[config.mk]
export PLATFORM = sky130hd
export DESIGN_NAME = lurr_ctrl
export DESIGN_NICKNAME = d
export VERILOG_FILES = /design/src/hdl/lurr_pkg.sv /design/src/hdl/lurr_ctrl.sv
export SDC_FILE = /design/constraint.sdc
export NUM_CORES = 1
export LEC_CHECK = 0
export ABC_AREA = 1
export BUFFER_PORTS_ARGS = -buffer_cell sky130_fd_sc_hd__buf_2
export CORE_MARGIN = 3
export CORE_UTILIZATION = 45
export DETAILED_ROUTE_END_ITERATION = 10
export PLACE_DENSITY = 0.8
export SYNTH_ARGS = -nofsm -noshare
export SYNTH_HDL_FRONTEND = slang
export SYNTH_SLANG_ARGS = --single-unit
[constraint.sdc]
create_clock -name clk -period 2.8 [get_ports clk]
set_clock_uncertainty 0.05 [all_clocks]
set_input_delay 0.7 -clock clk [delete_from_list [all_inputs] [get_ports clk]]
set_output_delay 0.7 -clock clk [all_outputs]
set_load 0.02 [all_outputs]
[src/hdl/lurr_pkg.sv]
// lurr_pkg: shared types and constants for the LU rank and reduced-matrix block.
// Payload structs, controller states, command and status groups.
// No dependencies.
`default_nettype none

package lurr_pkg;

  localparam int COUNT_W   = 6;
  localparam int CFG_IDX_W = 1;
  localparam int ACC_W     = 56;

  localparam logic [COUNT_W-1:0] COUNT_RESET = 6'd32;

  localparam logic [CFG_IDX_W-1:0] REG_ROW_COUNT = 1'b0;
  localparam logic [CFG_IDX_W-1:0] REG_COL_COUNT = 1'b1;

  localparam logic OP_WRITE = 1'b0;
  localparam logic OP_READ  = 1'b1;

  localparam logic [1:0] ST_VARIABLE  = 2'd0;
  localparam logic [1:0] ST_DEPENDENT = 2'd1;
  localparam logic [1:0] ST_FIXED     = 2'd2;

  typedef struct packed {
    logic               operation;
    logic [4:0]         row;
    logic [4:0]         col;
    logic signed [31:0] entry_value;
  } lurr_in_t;

  typedef struct packed {
    logic signed [31:0] reduced_value;
    logic [1:0]         row_status;
    logic [5:0]         rank;
    logic               error;
  } lurr_out_t;

  typedef enum logic [3:0] {
    S_IDLE,
    S_DECODE,
    S_WRITE,
    S_RK_ISSUE,
    S_RK_CHECK,
    S_DECIDE,
    S_SC_ROW,
    S_SC_ISSUE,
    S_SC_CHECK,
    S_DOT_CHECK,
    S_DOT_LW,
    S_DOT_UW,
    S_DOT_ACC,
    S_DIAG_WAIT,
    S_FINISH
  } lurr_state_t;

  // read address source
  typedef enum logic [2:0] {
    ADDR_ITEM,
    ADDR_DIAG,
    ADDR_SCAN,
    ADDR_L,
    ADDR_U
  } lurr_addr_t;

  typedef struct packed {
    logic       capture;
    logic       mem_wr;
    logic       mem_rd;
    lurr_addr_t rd_sel;
    logic       i_inc;
    logic       i_load_rank;
    logic       rank_latch;
    logic       k_clr;
    logic       k_inc;
    logic       dep_set;
    logic       acc_clr;
    logic       l_load;
    logic       prod_load;
    logic       acc_prod;
    logic       acc_diag;
    logic       out_load;
  } lurr_cmd_t;

  typedef struct packed {
    logic is_read;
    logic rank_done;
    logic rdata_zero;
    logic row_ok;
    logic in_range;
    logic below_rank;
    logic past_row;
    logic col_done;
    logic dot_done;
    logic upper;
  } lurr_sts_t;

endpackage

`default_nettype wire

[src/hdl/lurr_ctrl.sv]
// lurr_ctrl: sequencer for write, rank search, row scan and dot product.
// Uses lurr_pkg; drives lurr_dp through lurr_cmd_t, reads lurr_sts_t.
`default_nettype none

module lurr_ctrl
  import lurr_pkg::*;
(
  input  wire logic      clk,
  input  wire logic      rst_n,
  input  wire logic      in_valid,
  output logic           in_stall,
  output logic           out_valid,
  input  wire logic      out_stall,
  input  wire lurr_sts_t sts,
  output lurr_cmd_t      cmd
);

  lurr_state_t state_r, state_nxt;
  logic        out_valid_r, out_valid_nxt;
  logic        slot_free;

  assign in_stall  = (state_r != S_IDLE);
  assign out_valid = out_valid_r;
  assign slot_free = !out_valid_r || !out_stall;

  always_ff @(posedge clk) begin
    if (!rst_n) begin
      state_r     <= S_IDLE;
      out_valid_r <= 1'b0;
    end else begin
      state_r     <= state_nxt;
      out_valid_r <= out_valid_nxt;
    end
  end

  always_comb begin
    if (cmd.out_load) begin
      out_valid_nxt = 1'b1;
    end else if (out_stall) begin
      out_valid_nxt = out_valid_r;
    end else begin
      out_valid_nxt = 1'b0;
    end
  end

  // next state
  always_comb begin
    state_nxt = state_r;
    case (state_r)
      S_IDLE: begin
        if (in_valid) state_nxt = S_DECODE;
      end
      S_DECODE: begin
        state_nxt = sts.is_read ? S_RK_ISSUE : S_WRITE;
      end
      S_WRITE: state_nxt = S_FINISH;
      S_RK_ISSUE: begin
        state_nxt = sts.rank_done ? S_DECIDE : S_RK_CHECK;
      end
      S_RK_CHECK: begin
        state_nxt = sts.rdata_zero ? S_DECIDE : S_RK_ISSUE;
      end
      S_DECIDE: begin
        if (sts.row_ok && !sts.below_rank) begin
          state_nxt = S_SC_ROW;
        end else if (sts.in_range && sts.below_rank) begin
          state_nxt = S_DOT_CHECK;
        end else begin
          state_nxt = S_FINISH;
        end
      end
      S_SC_ROW: begin
        state_nxt = sts.past_row ? S_FINISH : S_SC_ISSUE;
      end
      S_SC_ISSUE: begin
        state_nxt = sts.col_done ? S_FINISH : S_SC_CHECK;
      end
      S_SC_CHECK: begin
        state_nxt = sts.rdata_zero ? S_SC_ISSUE : S_SC_ROW;
      end
      S_DOT_CHECK: begin
        if (!sts.dot_done) begin
          state_nxt = S_DOT_LW;
        end else begin
          state_nxt = sts.upper ? S_DIAG_WAIT : S_FINISH;
        end
      end
      S_DOT_LW:    state_nxt = S_DOT_UW;
      S_DOT_UW:    state_nxt = S_DOT_ACC;
      S_DOT_ACC:   state_nxt = S_DOT_CHECK;
      S_DIAG_WAIT: state_nxt = S_FINISH;
      S_FINISH: begin
        if (slot_free) state_nxt = S_IDLE;
      end
      default: state_nxt = S_IDLE;
    endcase
  end

  // commands
  always_comb begin
    cmd = '0;
    case (state_r)
      S_IDLE: begin
        cmd.capture = in_valid;
      end
      S_WRITE: begin
        cmd.mem_wr = 1'b1;
      end
      S_RK_ISSUE: begin
        if (sts.rank_done) begin
          cmd.rank_latch = 1'b1;
        end else begin
          cmd.mem_rd = 1'b1;
          cmd.rd_sel = ADDR_DIAG;
        end
      end
      S_RK_CHECK: begin
        if (sts.rdata_zero) begin
          cmd.rank_latch = 1'b1;
        end else begin
          cmd.i_inc = 1'b1;
        end
      end
      S_DECIDE: begin
        if (sts.row_ok && !sts.below_rank) begin
          cmd.i_load_rank = 1'b1;
        end else if (sts.in_range && sts.below_rank) begin
          cmd.k_clr   = 1'b1;
          cmd.acc_clr = 1'b1;
        end
      end
      S_SC_ROW: begin
        if (sts.past_row) begin
          cmd.dep_set = 1'b1;
        end else begin
          cmd.k_clr = 1'b1;
        end
      end
      S_SC_ISSUE: begin
        if (!sts.col_done) begin
          cmd.mem_rd = 1'b1;
          cmd.rd_sel = ADDR_SCAN;
        end
      end
      S_SC_CHECK: begin
        if (sts.rdata_zero) begin
          cmd.k_inc = 1'b1;
        end else begin
          cmd.i_inc = 1'b1;
        end
      end
      S_DOT_CHECK: begin
        if (!sts.dot_done) begin
          cmd.mem_rd = 1'b1;
          cmd.rd_sel = ADDR_L;
        end else if (sts.upper) begin
          cmd.mem_rd = 1'b1;
          cmd.rd_sel = ADDR_ITEM;
        end
      end
      S_DOT_LW: begin
        cmd.l_load = 1'b1;
        cmd.mem_rd = 1'b1;
        cmd.rd_sel = ADDR_U;
      end
      S_DOT_UW: begin
        cmd.prod_load = 1'b1;
      end
      S_DOT_ACC: begin
        cmd.acc_prod = 1'b1;
        cmd.k_inc    = 1'b1;
      end
      S_DIAG_WAIT: begin
        cmd.acc_diag = 1'b1;
      end
      S_FINISH: begin
        cmd.out_load = slot_free;
      end
      default: begin
        cmd = '0;
      end
    endcase
  end

`ifndef SYNTH
  a_load_into_free_slot: assert property (@(posedge clk) disable iff (!rst_n)
    cmd.out_load |-> (!out_valid_r || !out_stall))
    else $error("result loaded over a waiting result");

  a_no_rd_wr_overlap: assert property (@(posedge clk) disable iff (!rst_n)
    !(cmd.mem_rd && cmd.mem_wr))
    else $error("memory read and write in the same cycle");

  a_accept_decodes: assert property (@(posedge clk) disable iff (!rst_n)
    (in_valid && !in_stall) |=> (state_r == S_DECODE))
    else $error("accepted item not decoded");

  a_one_result_per_item: assert property (@(posedge clk) disable iff (!rst_n)
    cmd.out_load |=> (state_r == S_IDLE))
    else $error("result load did not end the item");
`endif

endmodule

`default_nettype wire

==> run summary <==
PLACEMENT
--------------------------------------------------------------------------------------
Count of buffers from port buffering                                                33
Post-DP HPWL                                                                   1440 um
Routability cong.                                                                0.858

TIMING
--------------------------------------------------------------------------------------
Final setup fails                                                                    0
Ratio of final minimum period to clock period                                    82.0%
Setup Total Neg Slack                                                             0 ns
Max-slew violation total from the final report                                       0
Final critical path time including I/O delays and setup                        2.30 ns
Max Freq                                                                       436 MHz
Slew at the pin with the worst max-slew slack                                 0.309 ns
Hold slack                                                                    0.460 ns
Relative slew margins                                                            79.4%
Setup repair after global routing missed its margin                                 no
Endpoints failing hold                                                               0

SETUP PATH
--------------------------------------------------------------------------------------
Kind of critical path                                                     flip-flop to output pin
Critical Path Start Type                                                     flip-flop
CP peak stage delay                                                            0.49 ns
CP arrival                                                                     1.55 ns
Cells traversed along the worst timing path                               inv_2 > nor2_2 > nand2_1 > o22ai_2 > inv_1 > nand4_1 > buf_2
Crit path required time                                                        2.05 ns
Buffers and inverters on the worst path                                              3
Nature of the critical path endpoint                                        output pin
Top Family by Delay on Critical Path                                        flip-flops
Cell with the largest stage delay on the worst path                       sky130_fd_sc_hd__dfxtp_1
Largest fanout of any net on the critical path                                       6

MIN PATH
--------------------------------------------------------------------------------------
Worst hold path type                                                      flip-flop to flip-flop

DIE
--------------------------------------------------------------------------------------
# IOs                                                                               34
Starting density of the core                                                     52.6%
Num rows                                                                            12
Die Footprint                                                                1910 um^2
Core area                                                                    1220 um^2
Die height                                                                     43.7 um
DIE WIDTH                                                                      43.7 um

SYNTH
--------------------------------------------------------------------------------------
Synth Net Count                                                                    141
Count of mapped cells out of synthesis                                             127
Count of warnings emitted by yosys                                                   0
Post-synthesis area per instance                                             5.03 um^2
Synth cell types                                                                    17
Sequential fraction of the synthesis area                                        15.7%
Post-Synthesis Cell Area                                                      639 um^2
Number of register bits inferred by synthesis                                        5

DRT
--------------------------------------------------------------------------------------
DRT Wirelength                                                                 1730 um
Remaining antenna violation count                                                    0
First DRT Iteration DRCs                                                            18
Count of unresolved DRC violations after routing                                     0
Via-to-Cell Ratio                                                                 4.80
Via Count                                                                          844
Count of TritonRoute iterations in the first routing pass                            4
Routed WL per cell                                                             9.85 um

FINAL LAYOUT
--------------------------------------------------------------------------------------
Fraction of final layout cells with drive strength greater than 1                29.6%
Utilization after layout                                                         68.5%
Most common cell after layout, fill and taps aside                        sky130_fd_sc_hd__nand2_1
Final nets                                                                         177
Synth-to-layout area growth                                                      30.3%
Highest-count cells in the layout ignoring fill and taps                  44 x sky130_fd_sc_hd__nand2_1, 33 x sky130_fd_sc_hd__buf_2, 27 x sky130_fd_sc_hd__inv_1, 14 x sky130_fd_sc_hd__nor2_1, 14 x sky130_fd_sc_hd__nand3_1
Antenna diode count                                                                  0

POWER AND IR DROP
--------------------------------------------------------------------------------------
Power Dens Cells                                                           726 nW/um^2
Peak VDD IR                                                                     472 uV
P_leak                                                                        0.620 nW

CLOCK NETWORK
--------------------------------------------------------------------------------------
Root buffer cell                                                          sky130_fd_sc_hd__clkbuf_4
Clock sink count                                                                     5
Total CTS buffers                                                                    3
Htree depth                                                                          1
Buffer depth of the longest clock path                                               2
Setup Fix Bufs, Post-CTS                                                             0
Number of buffers inserted by hold repair at cts                                     0
Clock slew at the register clock pins of the worst setup and hold paths        0.04 ns
Clock tree from TritonCTS                                                        built
Clk Latency, worst-skew pair                                                   0.23 ns
Post-CTS Resized                                                                     0

JOB
--------------------------------------------------------------------------------------
Total of max-cap violations                                                          0

GLOBAL ROUTE
--------------------------------------------------------------------------------------
Antenna violations before repair                                                     0
Total GRT Usage                                                                  19.2%
Wire length of the first global-routing pass                                   2890 um
Overflow left after global routing                                                   0
Pin count of the biggest net entering global routing                                 8
Vias in the first global route                                                     718

STATUS
--------------------------------------------------------------------------------------
Outcome                                                                   finished, final reports clean

==> cell families (layout without fill, tap and decap cells) <==
kind of cell,count (synthesis),after routing,synth area share [%]
DFF,5,5,15.7
and+or+nand+nor,85,85,58.3
AOI/OAI and AO/OA,7,7,7.24
buffers and inverters,30,65,18.8
==> cell usage after synthesis <==
| library cell | n | share of area [%] |
|---|---|---|
| sky130_fd_sc_hd__nand2_1 | 44 | 26 |
| sky130_fd_sc_hd__inv_1 | 27 | 16 |
| sky130_fd_sc_hd__nand3_1 | 14 | 11 |
| sky130_fd_sc_hd__nor2_1 | 14 | 8.2 |
| sky130_fd_sc_hd__dfxtp_1 | 5 | 16 |
| sky130_fd_sc_hd__nor2_2 | 5 | 4.9 |
| sky130_fd_sc_hd__nand4_1 | 3 | 2.9 |
| sky130_fd_sc_hd__o21ai_0 | 3 | 2.3 |
| sky130_fd_sc_hd__a21oi_1 | 2 | 1.6 |
| sky130_fd_sc_hd__buf_4 | 2 | 2.3 |
| sky130_fd_sc_hd__nand2_2 | 2 | 2.0 |
| sky130_fd_sc_hd__inv_2 | 1 | 0.59 |
| sky130_fd_sc_hd__nor2_4 | 1 | 1.8 |
| sky130_fd_sc_hd__nor3_1 | 1 | 0.78 |
| sky130_fd_sc_hd__o21ai_2 | 1 | 1.4 |
| sky130_fd_sc_hd__o22ai_2 | 1 | 2.0 |
| sky130_fd_sc_hd__or2_2 | 1 | 0.98 |
==> sequential cells by signal, summed over array words and instances, names as in the netlist <==
name       count
out_valid      1
state_r        4
==> worst register-to-register path: stages, from the launching register on <==
cell and delay, ns:
sky130_fd_sc_hd__dfxtp_1 0.39, sky130_fd_sc_hd__nor2_2 0.27, sky130_fd_sc_hd__inv_1 0.07, sky130_fd_sc_hd__nor2_1 0.13, sky130_fd_sc_hd__nand2_1 0.06, sky130_fd_sc_hd__nand4_1 0.09
sky130_fd_sc_hd__inv_1 0.06, sky130_fd_sc_hd__nand2_1 0.05, sky130_fd_sc_hd__nand2_1 0.05
==> through the flow <==
stage	cells	worst slack [ns]	area (um^2)	power, W
after global placement	172	0.708	807	0.000521
after CTS	176	0.495	833	0.000609
after global routing	176	0.380	833	0.000665
final	176	0.504	833	0.000605
after detailed placement	172	0.705	807	0.000526
after floorplan	127	0.765	639	0.000419
==> power by group <==
group | internal [W] | leakage, nW | switching (W)
Combinational | 0.000128 | 0.564 | 0.000270
Sequential | 0.0000931 | 0.0409 | 0.0000347
Clock | 0.0000536 | 0.0150 | 0.0000259
Total | 0.000274 | 0.620 | 0.000331
==> path summary, 6_finish.rpt <==
check              from          to  slack [ns]  cells past startpoint
min reg2reg   out_valid   out_valid        0.46                      2
min           out_valid   out_valid        0.46                      2
max reg2reg  state_r[2]  state_r[3]        1.47                      8
max          state_r[2]     cmd[15]        0.50                      7
==> layout make-up <==
type                    count  area (um^2)
clock buffers               4         26.3
flip-flops and latches      5          100
repair buffers             33          165
fillers                   129          383
well taps                  14         17.5
inverters                  28          105
multi-input cells          92          419
==> per-layer routing <==
metal	share of wire (%)	up-vias	GRT usage, %	wire (um)
met2	49	36	33.4	849
met1	42	352	23.8	735
met5	0	-	0	0
met4	0	0	5.42	0
li1	-	456	-	-
met3	8.5	0	3.32	148
Power figures use the tool's default switching activity.
